[src/hdl/priority_round_robin_task_ring_core_assert.svh]
// Assertion macros shared by the task ring RTL.
// Depends on nothing; each macro expands to a concurrent assertion.
`ifndef PRIORITY_ROUND_ROBIN_TASK_RING_CORE_ASSERT_SVH
`define PRIORITY_ROUND_ROBIN_TASK_RING_CORE_ASSERT_SVH

`ifndef SYNTHESIS

// ante holds in a cycle -> cons holds in the same cycle
`define PRRT_ASSERT_SAME(label, clk, rst_n, ante, cons) \
  label: assert property (@(posedge clk) disable iff (!rst_n) (ante) |-> (cons)) \
    else $error("task ring check failed");

// ante holds in a cycle -> cons holds in the next cycle
`define PRRT_ASSERT_NEXT(label, clk, rst_n, ante, cons) \
  label: assert property (@(posedge clk) disable iff (!rst_n) (ante) |=> (cons)) \
    else $error("task ring check failed");

`else

`define PRRT_ASSERT_SAME(label, clk, rst_n, ante, cons)
`define PRRT_ASSERT_NEXT(label, clk, rst_n, ante, cons)

`endif

`endif

[src/hdl/prrt_pkg.sv]
// Shared constants, codes and structs for the task ring scheduler.
// No dependencies; used by prrt_table and the core.
package prrt_pkg;

  localparam int MAX_TASKS = 16;
  localparam int SLOT_W    = $clog2(MAX_TASKS);
  localparam int ID_W      = 8;
  localparam int REQ_W     = 3;
  localparam int STAT_W    = 2;
  localparam int HC_W      = SLOT_W + 2;

  // request codes
  localparam logic [REQ_W-1:0] REQ_CREATE = 3'd0;
  localparam logic [REQ_W-1:0] REQ_KILL   = 3'd1;
  localparam logic [REQ_W-1:0] REQ_RAISE  = 3'd2;
  localparam logic [REQ_W-1:0] REQ_LOWER  = 3'd3;
  localparam logic [REQ_W-1:0] REQ_STOP   = 3'd4;
  localparam logic [REQ_W-1:0] REQ_EXIT   = 3'd5;

  // status codes
  localparam logic [STAT_W-1:0] STAT_OK       = 2'd0;
  localparam logic [STAT_W-1:0] STAT_NOTFOUND = 2'd1;
  localparam logic [STAT_W-1:0] STAT_DEAD     = 2'd2;
  localparam logic [STAT_W-1:0] STAT_FULL     = 2'd3;

  // table write commands for one cycle
  typedef struct packed {
    logic              next_a_we;
    logic [SLOT_W-1:0] next_a_addr;
    logic [SLOT_W-1:0] next_a_data;
    logic              next_b_we;
    logic [SLOT_W-1:0] next_b_addr;
    logic [SLOT_W-1:0] next_b_data;
    logic              alloc_we;     // used=1, id written, high=0
    logic [SLOT_W-1:0] alloc_addr;
    logic [ID_W-1:0]   alloc_id;
    logic              free_we;      // used=0, high=0
    logic [SLOT_W-1:0] free_addr;
    logic              high_we;
    logic [SLOT_W-1:0] high_addr;
    logic              high_val;
    logic              shell_high_we;
    logic              shell_high_val;
  } tbl_wr_t;

  // fields of the slot at the read pointer
  typedef struct packed {
    logic              used;
    logic [ID_W-1:0]   id;
    logic              high;
    logic [SLOT_W-1:0] next;
  } tbl_rd_t;

  // lowest free slot
  typedef struct packed {
    logic              found;
    logic [SLOT_W-1:0] slot;
  } tbl_free_t;

endpackage

[src/hdl/priority_round_robin_task_ring_core.sv]
// Top level of the two-level priority round-robin task ring scheduler.
// Depends on prrt_pkg, prrt_table and priority_round_robin_task_ring_core_assert.svh.
//
// Usage:
//   A request beat is taken at a rising edge with start high and busy low; it
//   carries req_type_i and task_id_i. Exactly one result beat follows, shown on
//   status_o / result_id_o / run_valid_o for a single cycle with done_o high.
//   The receiver cannot hold results off; busy is already low in that cycle,
//   so the next request may be taken alongside the result beat.
// Request flow (one ring slot visited per cycle):
//   create                  : S_FREE links the lowest free slot after current
//   unused request codes    : answered straight from idle
//   kill / raise / lower    : S_FIND walks for the id (1..16 slots), S_APPLY
//   stop                    : S_FIND, S_APPLY, S_PICK walks to a high slot, S_FIN
//   exit                    : S_FIND, S_APPLY, S_PRED walks to the predecessor
//                             and unlinks, S_PICK, S_FIN; each walk is at most 15 steps
//   lookup miss             : S_FIND walks the whole ring
// Reset: the ring holds only the shell in slot 0 (id 0, low priority, linked
//   to itself), the shell is current and the high count is zero. No clearing
//   pass is needed; the block comes out of reset idle, ready to take a request.
module priority_round_robin_task_ring_core import prrt_pkg::*; (
  input  logic              clk_i,
  input  logic              rst_ni,
  input  logic              start,
  output logic              busy,
  input  logic [REQ_W-1:0]  req_type_i,
  input  logic [ID_W-1:0]   task_id_i,
  output logic              done_o,
  output logic [STAT_W-1:0] status_o,
  output logic [ID_W-1:0]   result_id_o,
  output logic              run_valid_o
);

`include "priority_round_robin_task_ring_core_assert.svh"

  // Sequencer states
  typedef enum logic [6:0] {
    S_IDLE  = 7'b0000001,
    S_FREE  = 7'b0000010, // create: link lowest free slot after current
    S_FIND  = 7'b0000100, // walk ring from current looking for the id
    S_APPLY = 7'b0001000, // act on the found slot
    S_PRED  = 7'b0010000, // exit: walk to the predecessor and unlink
    S_PICK  = 7'b0100000, // first high slot from the start point
    S_FIN   = 7'b1000000  // chosen slot at pointer: read id, report
  } state_e;

  localparam logic [SLOT_W-1:0] LAST_STEP = SLOT_W'(MAX_TASKS - 1);

  state_e state_q, state_d;

  // request beat
  logic [REQ_W-1:0]  req_q, req_d;
  logic [ID_W-1:0]   id_q, id_d;

  // walker
  logic [SLOT_W-1:0] p_q, p_d;        // table read pointer
  logic [SLOT_W-1:0] cnt_q, cnt_d;    // steps taken in the current walk
  logic [SLOT_W-1:0] s_q, s_d;        // slot found by the lookup
  logic [SLOT_W-1:0] nxt_q, nxt_d;    // successor of the found slot
  logic [SLOT_W-1:0] start_q, start_d; // start point of the high search
  logic              high_s_q, high_s_d;

  // scheduler state
  logic [SLOT_W-1:0] cur_q, cur_d;
  logic [HC_W-1:0]   hc_q, hc_d;
  logic [HC_W-1:0]   hc_step;

  // result beat
  logic              done_q, done_d;
  logic [STAT_W-1:0] status_q, status_d;
  logic [ID_W-1:0]   rid_q, rid_d;
  logic              run_q, run_d;

  // table
  tbl_wr_t              tbl_wr;
  tbl_rd_t              rd;
  tbl_free_t            free;
  logic [MAX_TASKS-1:0] used_vec;

  logic hit;
  logic last_step;
  logic pred_match;

  prrt_table u_table (
    .clk_i     (clk_i),
    .rst_ni    (rst_ni),
    .rd_addr_i (p_q),
    .wr_i      (tbl_wr),
    .rd_o      (rd),
    .used_o    (used_vec),
    .free_o    (free)
  );

  assign busy       = (state_q != S_IDLE);
  assign hit        = rd.used && (rd.id == id_q);
  assign last_step  = (cnt_q == LAST_STEP);
  assign pred_match = (rd.next == s_q);

  always_comb begin
    state_d  = state_q;
    req_d    = req_q;
    id_d     = id_q;
    p_d      = p_q;
    cnt_d    = cnt_q;
    s_d      = s_q;
    nxt_d    = nxt_q;
    start_d  = start_q;
    high_s_d = high_s_q;
    cur_d    = cur_q;
    hc_d     = hc_q;
    hc_step  = hc_q;
    done_d   = 1'b0;
    status_d = status_q;
    rid_d    = rid_q;
    run_d    = run_q;
    tbl_wr   = '0;

    case (state_q)
      S_IDLE: begin
        if (start) begin
          req_d = req_type_i;
          id_d  = task_id_i;
          p_d   = cur_q;
          cnt_d = '0;
          case (req_type_i)
            REQ_CREATE: state_d = S_FREE;
            REQ_KILL, REQ_RAISE, REQ_LOWER, REQ_STOP, REQ_EXIT: state_d = S_FIND;
            default: begin
              // unused codes: plain ok beat
              done_d   = 1'b1;
              status_d = STAT_OK;
              rid_d    = '0;
              run_d    = 1'b0;
            end
          endcase
        end
      end

      S_FREE: begin
        // pointer sits on the current slot
        done_d  = 1'b1;
        rid_d   = '0;
        run_d   = 1'b0;
        state_d = S_IDLE;
        if (!free.found) begin
          status_d = STAT_FULL;
        end else begin
          status_d           = STAT_OK;
          tbl_wr.alloc_we    = 1'b1;
          tbl_wr.alloc_addr  = free.slot;
          tbl_wr.alloc_id    = id_q;
          tbl_wr.next_a_we   = 1'b1;
          tbl_wr.next_a_addr = free.slot;
          tbl_wr.next_a_data = rd.next;
          tbl_wr.next_b_we   = 1'b1;
          tbl_wr.next_b_addr = cur_q;
          tbl_wr.next_b_data = free.slot;
          cur_d              = free.slot;
        end
      end

      S_FIND: begin
        if (hit) begin
          s_d     = p_q;
          state_d = S_APPLY;
        end else if ((rd.next == cur_q) || last_step) begin
          done_d   = 1'b1;
          status_d = STAT_NOTFOUND;
          rid_d    = '0;
          run_d    = 1'b0;
          state_d  = S_IDLE;
        end else begin
          p_d   = rd.next;
          cnt_d = cnt_q + SLOT_W'(1);
        end
      end

      S_APPLY: begin
        // pointer sits on the found slot
        status_d = STAT_OK;
        rid_d    = '0;
        run_d    = 1'b0;
        case (req_q)
          REQ_KILL: begin
            rid_d   = id_q;
            done_d  = 1'b1;
            state_d = S_IDLE;
          end
          REQ_RAISE: begin
            if (!rd.high) begin
              tbl_wr.high_we   = 1'b1;
              tbl_wr.high_addr = s_q;
              tbl_wr.high_val  = 1'b1;
              hc_step          = hc_q + HC_W'(1);
              hc_d             = hc_step;
              // first high task drags the shell up with it
              if ((hc_step == HC_W'(1)) && used_vec[0]) begin
                tbl_wr.shell_high_we  = 1'b1;
                tbl_wr.shell_high_val = 1'b1;
                hc_d                  = hc_q + HC_W'(2);
              end
            end
            done_d  = 1'b1;
            state_d = S_IDLE;
          end
          REQ_LOWER: begin
            if (rd.high) begin
              tbl_wr.high_we   = 1'b1;
              tbl_wr.high_addr = s_q;
              tbl_wr.high_val  = 1'b0;
              hc_step          = (hc_q != '0) ? hc_q - HC_W'(1) : hc_q;
              hc_d             = hc_step;
              // only the shell left high: drop it too
              if ((hc_step == HC_W'(1)) && used_vec[0]) begin
                tbl_wr.shell_high_we  = 1'b1;
                tbl_wr.shell_high_val = 1'b0;
                hc_d                  = '0;
              end
            end
            done_d  = 1'b1;
            state_d = S_IDLE;
          end
          REQ_STOP: begin
            cur_d   = s_q;
            nxt_d   = rd.next;
            p_d     = rd.next;
            start_d = rd.next;
            cnt_d   = '0;
            state_d = S_PICK;
          end
          REQ_EXIT: begin
            cur_d    = s_q;
            nxt_d    = rd.next;
            high_s_d = rd.high;
            cnt_d    = '0;
            if (rd.next == s_q) begin
              // alone in the ring
              done_d   = 1'b1;
              status_d = STAT_DEAD;
              state_d  = S_IDLE;
            end else begin
              state_d = S_PRED;
            end
          end
          default: begin
            done_d  = 1'b1;
            state_d = S_IDLE;
          end
        endcase
      end

      S_PRED: begin
        if (pred_match || last_step) begin
          // unlink the exiting slot and free it
          tbl_wr.next_a_we   = 1'b1;
          tbl_wr.next_a_addr = pred_match ? p_q : rd.next;
          tbl_wr.next_a_data = nxt_q;
          tbl_wr.free_we     = 1'b1;
          tbl_wr.free_addr   = s_q;
          if (high_s_q && (hc_q != '0)) hc_d = hc_q - HC_W'(1);
          p_d     = nxt_q;
          start_d = nxt_q;
          cnt_d   = '0;
          state_d = S_PICK;
        end else begin
          p_d   = rd.next;
          cnt_d = cnt_q + SLOT_W'(1);
        end
      end

      S_PICK: begin
        if (rd.used && rd.high) begin
          state_d = S_FIN;
        end else if ((rd.next == start_q) || last_step) begin
          // no high task: fall back to the start point
          p_d     = start_q;
          state_d = S_FIN;
        end else begin
          p_d   = rd.next;
          cnt_d = cnt_q + SLOT_W'(1);
        end
      end

      S_FIN: begin
        cur_d    = p_q;
        done_d   = 1'b1;
        status_d = STAT_OK;
        rid_d    = rd.id;
        run_d    = 1'b1;
        state_d  = S_IDLE;
      end

      default: begin
        state_d = S_IDLE;
      end
    endcase
  end

  // control state
  always_ff @(posedge clk_i or negedge rst_ni) begin
    if (!rst_ni) begin
      state_q <= S_IDLE;
      cur_q   <= '0;
      hc_q    <= '0;
      done_q  <= 1'b0;
    end else begin
      state_q <= state_d;
      cur_q   <= cur_d;
      hc_q    <= hc_d;
      done_q  <= done_d;
    end
  end

  // payload
  always_ff @(posedge clk_i) begin
    req_q    <= req_d;
    id_q     <= id_d;
    p_q      <= p_d;
    cnt_q    <= cnt_d;
    s_q      <= s_d;
    nxt_q    <= nxt_d;
    start_q  <= start_d;
    high_s_q <= high_s_d;
    status_q <= status_d;
    rid_q    <= rid_d;
    run_q    <= run_d;
  end

  assign done_o      = done_q;
  assign status_o    = status_q;
  assign result_id_o = rid_q;
  assign run_valid_o = run_q;

  // checks
  `PRRT_ASSERT_NEXT(a_done_single, clk_i, rst_ni, done_o && !(start && !busy), !done_o)
  `PRRT_ASSERT_NEXT(a_accept_busy, clk_i, rst_ni, start && !busy && (req_type_i == REQ_CREATE), busy)
  `PRRT_ASSERT_SAME(a_run_ok, clk_i, rst_ni, done_o && run_valid_o, status_o == STAT_OK)
  `PRRT_ASSERT_SAME(a_err_clean, clk_i, rst_ni, done_o && (status_o != STAT_OK), (result_id_o == '0) && !run_valid_o)
  `PRRT_ASSERT_SAME(a_cur_used, clk_i, rst_ni, state_q == S_IDLE, used_vec[cur_q])

endmodule

[src/hdl/prrt_table.sv]
// Slot table of the task ring: used, id, priority and link per slot.
// Depends on prrt_pkg. One read port at a pointer, write commands per cycle.
module prrt_table import prrt_pkg::*; (
  input  logic                 clk_i,
  input  logic                 rst_ni,
  input  logic [SLOT_W-1:0]    rd_addr_i,
  input  tbl_wr_t              wr_i,
  output tbl_rd_t              rd_o,
  output logic [MAX_TASKS-1:0] used_o,
  output tbl_free_t            free_o
);

  logic [MAX_TASKS-1:0] used_q;
  logic [MAX_TASKS-1:0] high_q;
  logic [SLOT_W-1:0]    next_q [MAX_TASKS];
  logic [ID_W-1:0]      id_q   [MAX_TASKS];

  always_ff @(posedge clk_i or negedge rst_ni) begin
    if (!rst_ni) begin
      used_q <= {{(MAX_TASKS-1){1'b0}}, 1'b1};
      high_q <= '0;
      for (int i = 0; i < MAX_TASKS; i++) begin
        next_q[i] <= '0;
        id_q[i]   <= '0;
      end
    end else begin
      if (wr_i.next_a_we) next_q[wr_i.next_a_addr] <= wr_i.next_a_data;
      if (wr_i.next_b_we) next_q[wr_i.next_b_addr] <= wr_i.next_b_data;
      if (wr_i.alloc_we) begin
        used_q[wr_i.alloc_addr] <= 1'b1;
        high_q[wr_i.alloc_addr] <= 1'b0;
        id_q[wr_i.alloc_addr]   <= wr_i.alloc_id;
      end
      if (wr_i.free_we) begin
        used_q[wr_i.free_addr] <= 1'b0;
        high_q[wr_i.free_addr] <= 1'b0;
      end
      if (wr_i.high_we)       high_q[wr_i.high_addr] <= wr_i.high_val;
      if (wr_i.shell_high_we) high_q[0]              <= wr_i.shell_high_val;
    end
  end

  assign rd_o.used = used_q[rd_addr_i];
  assign rd_o.id   = id_q[rd_addr_i];
  assign rd_o.high = high_q[rd_addr_i];
  assign rd_o.next = next_q[rd_addr_i];
  assign used_o    = used_q;

  // lowest free slot: priority encoder, highest index first so lowest wins
  always_comb begin
    free_o = '0;
    for (int i = MAX_TASKS - 1; i >= 0; i--) begin
      if (!used_q[i]) begin
        free_o.found = 1'b1;
        free_o.slot  = SLOT_W'(i);
      end
    end
  end

endmodule

[config.mk]
export PLATFORM = sky130hd
export DESIGN_NAME = priority_round_robin_task_ring_core
export DESIGN_NICKNAME = d
export VERILOG_FILES = /design/src/hdl/prrt_pkg.sv /design/src/hdl/priority_round_robin_task_ring_core.sv /design/src/hdl/prrt_table.sv
export VERILOG_INCLUDE_DIRS = /design/src /design/src/hdl
export SDC_FILE = /design/constraint.sdc
export NUM_CORES = 1
export LEC_CHECK = 0
export ABC_AREA = 1
export BUFFER_PORTS_ARGS = -buffer_cell sky130_fd_sc_hd__buf_2
export CAP_MARGIN = 20
export CORE_MARGIN = 1
export CORE_UTILIZATION = 55
export CTS_CLUSTER_DIAMETER = 50
export CTS_CLUSTER_SIZE = 30
export DETAILED_ROUTE_END_ITERATION = 8
export GPL_ROUTABILITY_DRIVEN = 0
export PLACE_DENSITY = 0.68
export SETUP_SLACK_MARGIN = 0.3
export SLEW_MARGIN = 25
export SYNTH_ARGS = -nofsm -noshare
export SYNTH_HDL_FRONTEND = slang
export SYNTH_SLANG_ARGS = --single-unit
[constraint.sdc]
create_clock -name clk_i -period 8.9 [get_ports clk_i]
set_clock_uncertainty 0.2 [all_clocks]
set_input_delay 1.335 -clock clk_i [delete_from_list [all_inputs] [get_ports clk_i]]
set_output_delay 1.335 -clock clk_i [all_outputs]
set_load 0.01 [all_outputs]
; Word level (Yosys, flattened, before mapping)
; Cells that the tools add are included.
[op_classes]
n_addsub = 4
order_cmp = 14
eq_ne = 43
mux = 129
n_bitwise = 10
reduce_logical = 38
[op_table]
columns = operator, n
row1 = $bwmux 128, 1
row2 = $bwmux 64, 2
row3 = $mux 64, 2
row4 = $mux 5, 19
row5 = $mux 4, 22
row6 = $mux 8, 11
row7 = $mux 16, 5
row8 = $and 16x16->16, 3
row9 = $mux 6, 7
row10 = $mux 7, 6
row11 = $pmux 4 s5, 2
row12 = $pmux 8 s5, 1
row13 = $pmux 7 s5, 1
row14 = $bmux 8 s4, 1
row15 = $demux 4 s4, 2
row16 = $demux 8 s4, 1
row17 = $not 16->16, 2
row18 = $mux 31, 1
row19 = $pmux 7 s2, 2
row20 = $pmux 6 s2, 2
row21 = $mux 22, 1
row22 = $ne 2x2->1 const B, 11
row23 = $ge 5x5->1 const B, 4
row24 = $lt 4x5->1 const B, 4
row25 = 56 further kinds, 125
[totals]
reg_bits = 285
inputBits = 14
out_inout_bits = 13
wordCells = 287

; Longest topological paths before layout
[logic_depth]
word_depth = 30
ltp_mapped = 25
mapped_depth_nobuf = 23

; Hierarchy
; A second synthesis with hierarchy kept.
[hier_totals]
hier_cells = 1983
hier_area_um2 = 15618.7
[modules_own_cells]
columns = module, instances, cells_each, area_each_um2, seq_area_each_um2
row1 = prrt_table, 1, 1426, 11413.4, 5606.6
row2 = priority_round_robin_task_ring_core, 1, 557, 4205.3, 1742.9

; Least setup slack after synthesis
; OpenSTA, ideal clock, no wires.
[synth_path]
path_type = register to register
startpoint = reg p_q[0]
endpoint = reg rid_q[0], in the netlist result_id_o[0] (enable)
t_arrival_ns = 2.726
path_slack_ns = 5.584
stages_incl_launch_ff = 17
path_buffers = 5
synth_period_minus_slack_ns = 3.316
cell_sequence = edfxtp_1 > buf_6 > inv_6 > buf_6 > buf_2 > buf_2 > buf_2 > o21ai_0 > o221ai_1 > nand3_1 > nand2_1 > nand2_1 > nand3_1 > nor3_1 > nand3_1 > nand2_1 > nor3_1
[synth_between]
elab_chain_len = 8
elab_cells_between_ends = 16
classes_between = eq/ne: 4 / mux: 8 / bitwise: 1 / reduce/logical: 3
[synth_rtl]
columns = element, line
row1 = start: declaration, priority_round_robin_task_ring_core.sv:56  ; logic [SLOT_W-1:0] p_q, p_d;
row2 = start signal: assignment, priority_round_robin_task_ring_core.sv:318  ; p_q <= p_d;
row3 = $not 4->5 (not written as such), "prrt_table.sv:44, prrt_table.sv:46"
row4 = $bmux 8 s4 / $bmux 4 s4 (equally long branches), "prrt_table.sv:44, prrt_table.sv:46"
row5 = $mux 8 (not written as such) / $mux 4 (equally long branches) (2 in a row), "prrt_table.sv:44, prrt_table.sv:46"
row6 = $eq 8x8->1 / $eq 4x4->1 (equally long branches), "priority_round_robin_task_ring_core.sv:95, priority_round_robin_task_ring_core.sv:166"
row7 = $logic_and 1x1->1 / $logic_or 1x1->1 (equally long branches), "priority_round_robin_task_ring_core.sv:95, priority_round_robin_task_ring_core.sv:166"
row8 = $ne 2x2->1 (no line), -
row9 = $reduce_and 5->1 (no line) (*), -
row10 = end signal: assignment, priority_round_robin_task_ring_core.sv:325  ; rid_q <= rid_d;
row11 = end: declaration, priority_round_robin_task_ring_core.sv:71  ; logic [ID_W-1:0] rid_q, rid_d;
; Mark *: on every way between the ends. The rest lies on a longest branch, timed or not. The select of a mux whose other input is x is not followed.
; A chain may end at the register's enable or synchronous reset.

==> metrics.md <==
| Metric | Value |
|---|---|
| Final Net Count | 2191 |
| Number of vias after detailed routing | 15300 |
| Top cell family by delay on the critical path | simple AND/OR/NAND/NOR gates |
| Detail-routed net length per standard cell | slightly below 20 µm |
| Slowest-stage cell, CP | sky130_fd_sc_hd__nor2_1 |
| Max_cap viols | 0 |
| Cts-stage hold buffer count | 0 |
| Worst path buffer plus inverter count | 2 |
| Initial antenna violation count | 0 |
| CTS tree | done |
| Clock edge transition at the registers on the reported setup and hold paths | 0.07 ns |
| Vias per cell | 5.95 |
| Insertion delay of the later-clocked pin in the worst-skew pair | ~0.58 ns |
| Buffer levels on the longest clock path | 3 |
| Remaining antenna violation count | 0 |
| Type of element capturing the critical path | flip-flop |
| Ratio of final minimum period to clock period | a little under three fifths |
| Cell-by-cell listing of the critical path | buf_4 > inv_2 > nor2_1 > o21ai_1 > nand3_1 > nand3_1 > nand2_2 > nand2_1 > nand2_1 > nor2_4 > nand2_4 > a21oi_2 > nand2_1 > nand2_1 > nor2_1 > nand2_1 > nand2_1 > nand2_1 > nand2_1 > nand2_1 |
| Worst vdd ir | 0.000247 V |
| Total length of routed wires | roughly 50000 µm |
| Sink Count | 285 |
| Via count of the first global-routing pass | approximately 14000 |
| Number of cells upsized or downsized after cts | 0 |
| Fillers | between 2000 and 3000 |
| Total Routing Usage GR | 33.5% |
| Number of levels the H-tree was split into | 1 |
| Status | finished clean |
| Horizontal die dimension | approximately 170 µm |
| Effective utilization at floorplan | around 56% |
| Clock tree root buffer cell | sky130_fd_sc_hd__clkbuf_16 |
| Core ar. | roughly 0.029 mm² |
| Most used cells in the layout excluding fill and tap cells | sky130_fd_sc_hd__nand2_1, sky130_fd_sc_hd__o21ai_0, sky130_fd_sc_hd__dfrtp_1 |
| Count of pins on the block boundary | 27 |
| Cell mode on critical path | sky130_fd_sc_hd__nand2_1 |
| Hold Violations, Final | 0 |
| Detail Placement HPWL | ~34000 µm |
| Data required time at the worst endpoint | 9.17 ns |
| Number of setup violations in the final report | 0 |
| Die Footprint | about 0.030 mm² |
| Transition time at the pin with the least slew margin | 1.07 ns |
| Global-route wire length before repair | just under 80000 µm |
| Most frequent standard cell in the layout excluding fill and tap cells | sky130_fd_sc_hd__nand2_1 |
| Yosys cell types | 54 |
| Delay of the slowest critical-path stage | 0.77 ns |
| Proportion of layout cells with a drive suffix above 1 | under 10% |
| Share of synthesized registers carrying an async set or reset | 84.9% |
| Fin. max-slew vios | 0 |
| Setup TNS Final | 0 ns |
| Grt ovf | 0 |
| Count of state elements after synthesis | approximately 290 |
| Cell Area, Synth | about 0.016 mm² |
| Data arrival time of the critical path | 5.27 ns |
| Upper clock frequency limit | 200 MHz |
| Die height | between 150 and 200 µm |
| Pwr per Cell Area | approximately 260 mW/mm² |
| Yosys warnings | 0 |
| EDFF count, synth | between 40 and 50 |
| Kind of critical path | flip-flop to flip-flop |
| Seq/Total Area, Yosys | between 40% and 50% |
| Layout area overhead | 8.32% |
| FP Rows | 62 |
| Post-route minimum period | roughly 5.0 ns |
| Synthesized Nets | between 2000 and 2500 |
| Number of design rule violations left after detail routing | 0 |
| Clock buffer count from CTS | 31 |
| Synthesized area divided by synthesized cell count | around 7.4 µm² |
| Port Buf Inserts | 26 |
| Util after Layout | 60.7% |
| Worst Setup Start Kind | flip-flop |
| First-iteration detailed-routing DRC count | roughly 1800 |
| Number of post-CTS setup repair buffers | 0 |
| Cell count after synthesis | approximately 2200 |
| RSZ-0062 raised after global routing | false |
| Diodes inserted | 0 |
| Total leakage power | between 8 and 9 nW |
| Detailed Routing Iterations Pass 1 | 5 |
| Headroom to the max-slew limit | between 20 and 30% |
| Largest net degree at the start of global routing | 110 |
| Min-delay worst type | flip-flop to flip-flop |
| Maximum fanout encountered on the critical timing path | 63 |
| Top FF cell, synth | sky130_fd_sc_hd__dfrtp_1 |
| Register area | between 0.007 and 0.008 mm² |
| Total area of multi-input combinational cells | roughly 0.0076 mm² |
[kinds of logic after synthesis]
logic type                 Yosys count  share of synthesized area [%]
adders and majority gates            8                          0.621
AOI/OAI and AO/OA                  402                           14.2
DFF                                285                           45.6
buffers and inverters              279                           7.18
and+or+nand+nor                   1195                           31.3
xor gates and xnor gates            21                           1.14
[Yosys cell counts, drive strengths merged (6+ instances only)]
master	count	area share, %
o211ai	33	1.5
clkbuf	53	1.2
nand4	26	1.0
a22oi	13	0.61
o221ai	11	0.60
ha	8	0.62
buf	38	1.5
nand2	723	17
a21boi	10	0.47
dfrtp	240	37
a21oi	39	1.3
edfxtp	43	8.0
nand3	188	6.1
xor2	15	0.81
nor2	223	5.5
nor4	7	0.46
o21ai	275	8.8
xnor2	6	0.33
inv	184	4.3
nor3	17	0.56
[final cells by class]
class	count	area share, %
clock buffer	34	4.62
clock inverter	24	1.49
inverter	188	4.07
multi-input combinational	1626	43.7
sequential	285	42.1
tap	384	2.75
timing repair buffer	37	1.30
[path summary, 6_finish.rpt]
kind / start / endpoint / slack, ns / depth (start not counted)
worst min-delay path: u_table.id_q[12] / u_table.id_q[12] / 0.28 / 2
max in group asynchronous: rst_ni / u_table.next_q[8] / 6.55 / 2
worst min register to register: u_table.id_q[12] / u_table.id_q[12] / 0.28 / 2
worst max-delay path: p_q[1] / u_table.next_q[14] / 3.89 / 20
min in group asynchronous: rst_ni / u_table.id_q[55] / 0.57 / 1
worst max register to register: p_q[1] / u_table.next_q[14] / 3.89 / 20
[per-stage QoR]
step	instances	area, µm²	hold WS, ns	worst slack (ns)	power (W)
2_1_floorplan	2190	16100	0.228	5.58	0.00271
3_3_place_gp	2520	16400	0.260	4.19	0.00317
3_5_place_dp	2520	16400	0.268	4.07	0.00319
4_1_cts	2578	17500	0.285	4.04	0.00453
5_1_grt	2578	17500	0.296	3.62	0.00477
6_report	2578	17500	0.281	3.89	0.00456
[layer usage]
metal	vias up	GRT usage (%)	wire length (µm)
met4	0	13.7	1890
met1	7271	46.8	21100
met5	-	0	0
met3	134	4.41	4370
li1	7143	-	-
met2	794	52.8	22500
[worst register-to-register path: stages (launching register included)]
cell	delay [ns]
sky130_fd_sc_hd__edfxtp_1	0.33
sky130_fd_sc_hd__buf_4	0.62
sky130_fd_sc_hd__inv_2	0.69
sky130_fd_sc_hd__nor2_1	0.33
sky130_fd_sc_hd__o21ai_1	0.15
sky130_fd_sc_hd__nand3_1	0.11
sky130_fd_sc_hd__nand3_1	0.13
sky130_fd_sc_hd__nand2_2	0.19
sky130_fd_sc_hd__nand2_1	0.07
sky130_fd_sc_hd__nand2_1	0.11
sky130_fd_sc_hd__nor2_4	0.06
sky130_fd_sc_hd__nand2_4	0.10
sky130_fd_sc_hd__a21oi_2	0.16
sky130_fd_sc_hd__nand2_1	0.16
sky130_fd_sc_hd__nand2_1	0.12
sky130_fd_sc_hd__nor2_1	0.77
sky130_fd_sc_hd__nand2_1	0.27
sky130_fd_sc_hd__nand2_1	0.14
sky130_fd_sc_hd__nand2_1	0.06
sky130_fd_sc_hd__nand2_1	0.06
sky130_fd_sc_hd__nand2_1	0.05
[power breakdown]
group          switching (W)  leakage (nW)  internal [W]
clock               0.000604         0.510      0.000738
combinational        0.00122          3.87      0.000461
sequential         0.0000782          3.77       0.00146
[sequential cells by signal (all words and copies together) (netlist names), 6 cells and up]
signal / flops
u_table.used_o: 16
id_q: 8
u_table.high_q: 16
result_id_o: 8
hc_q: 6
state_q: 7
u_table.next_q: 64
u_table.id_q: 128
Power figures use the tool's default switching activity.
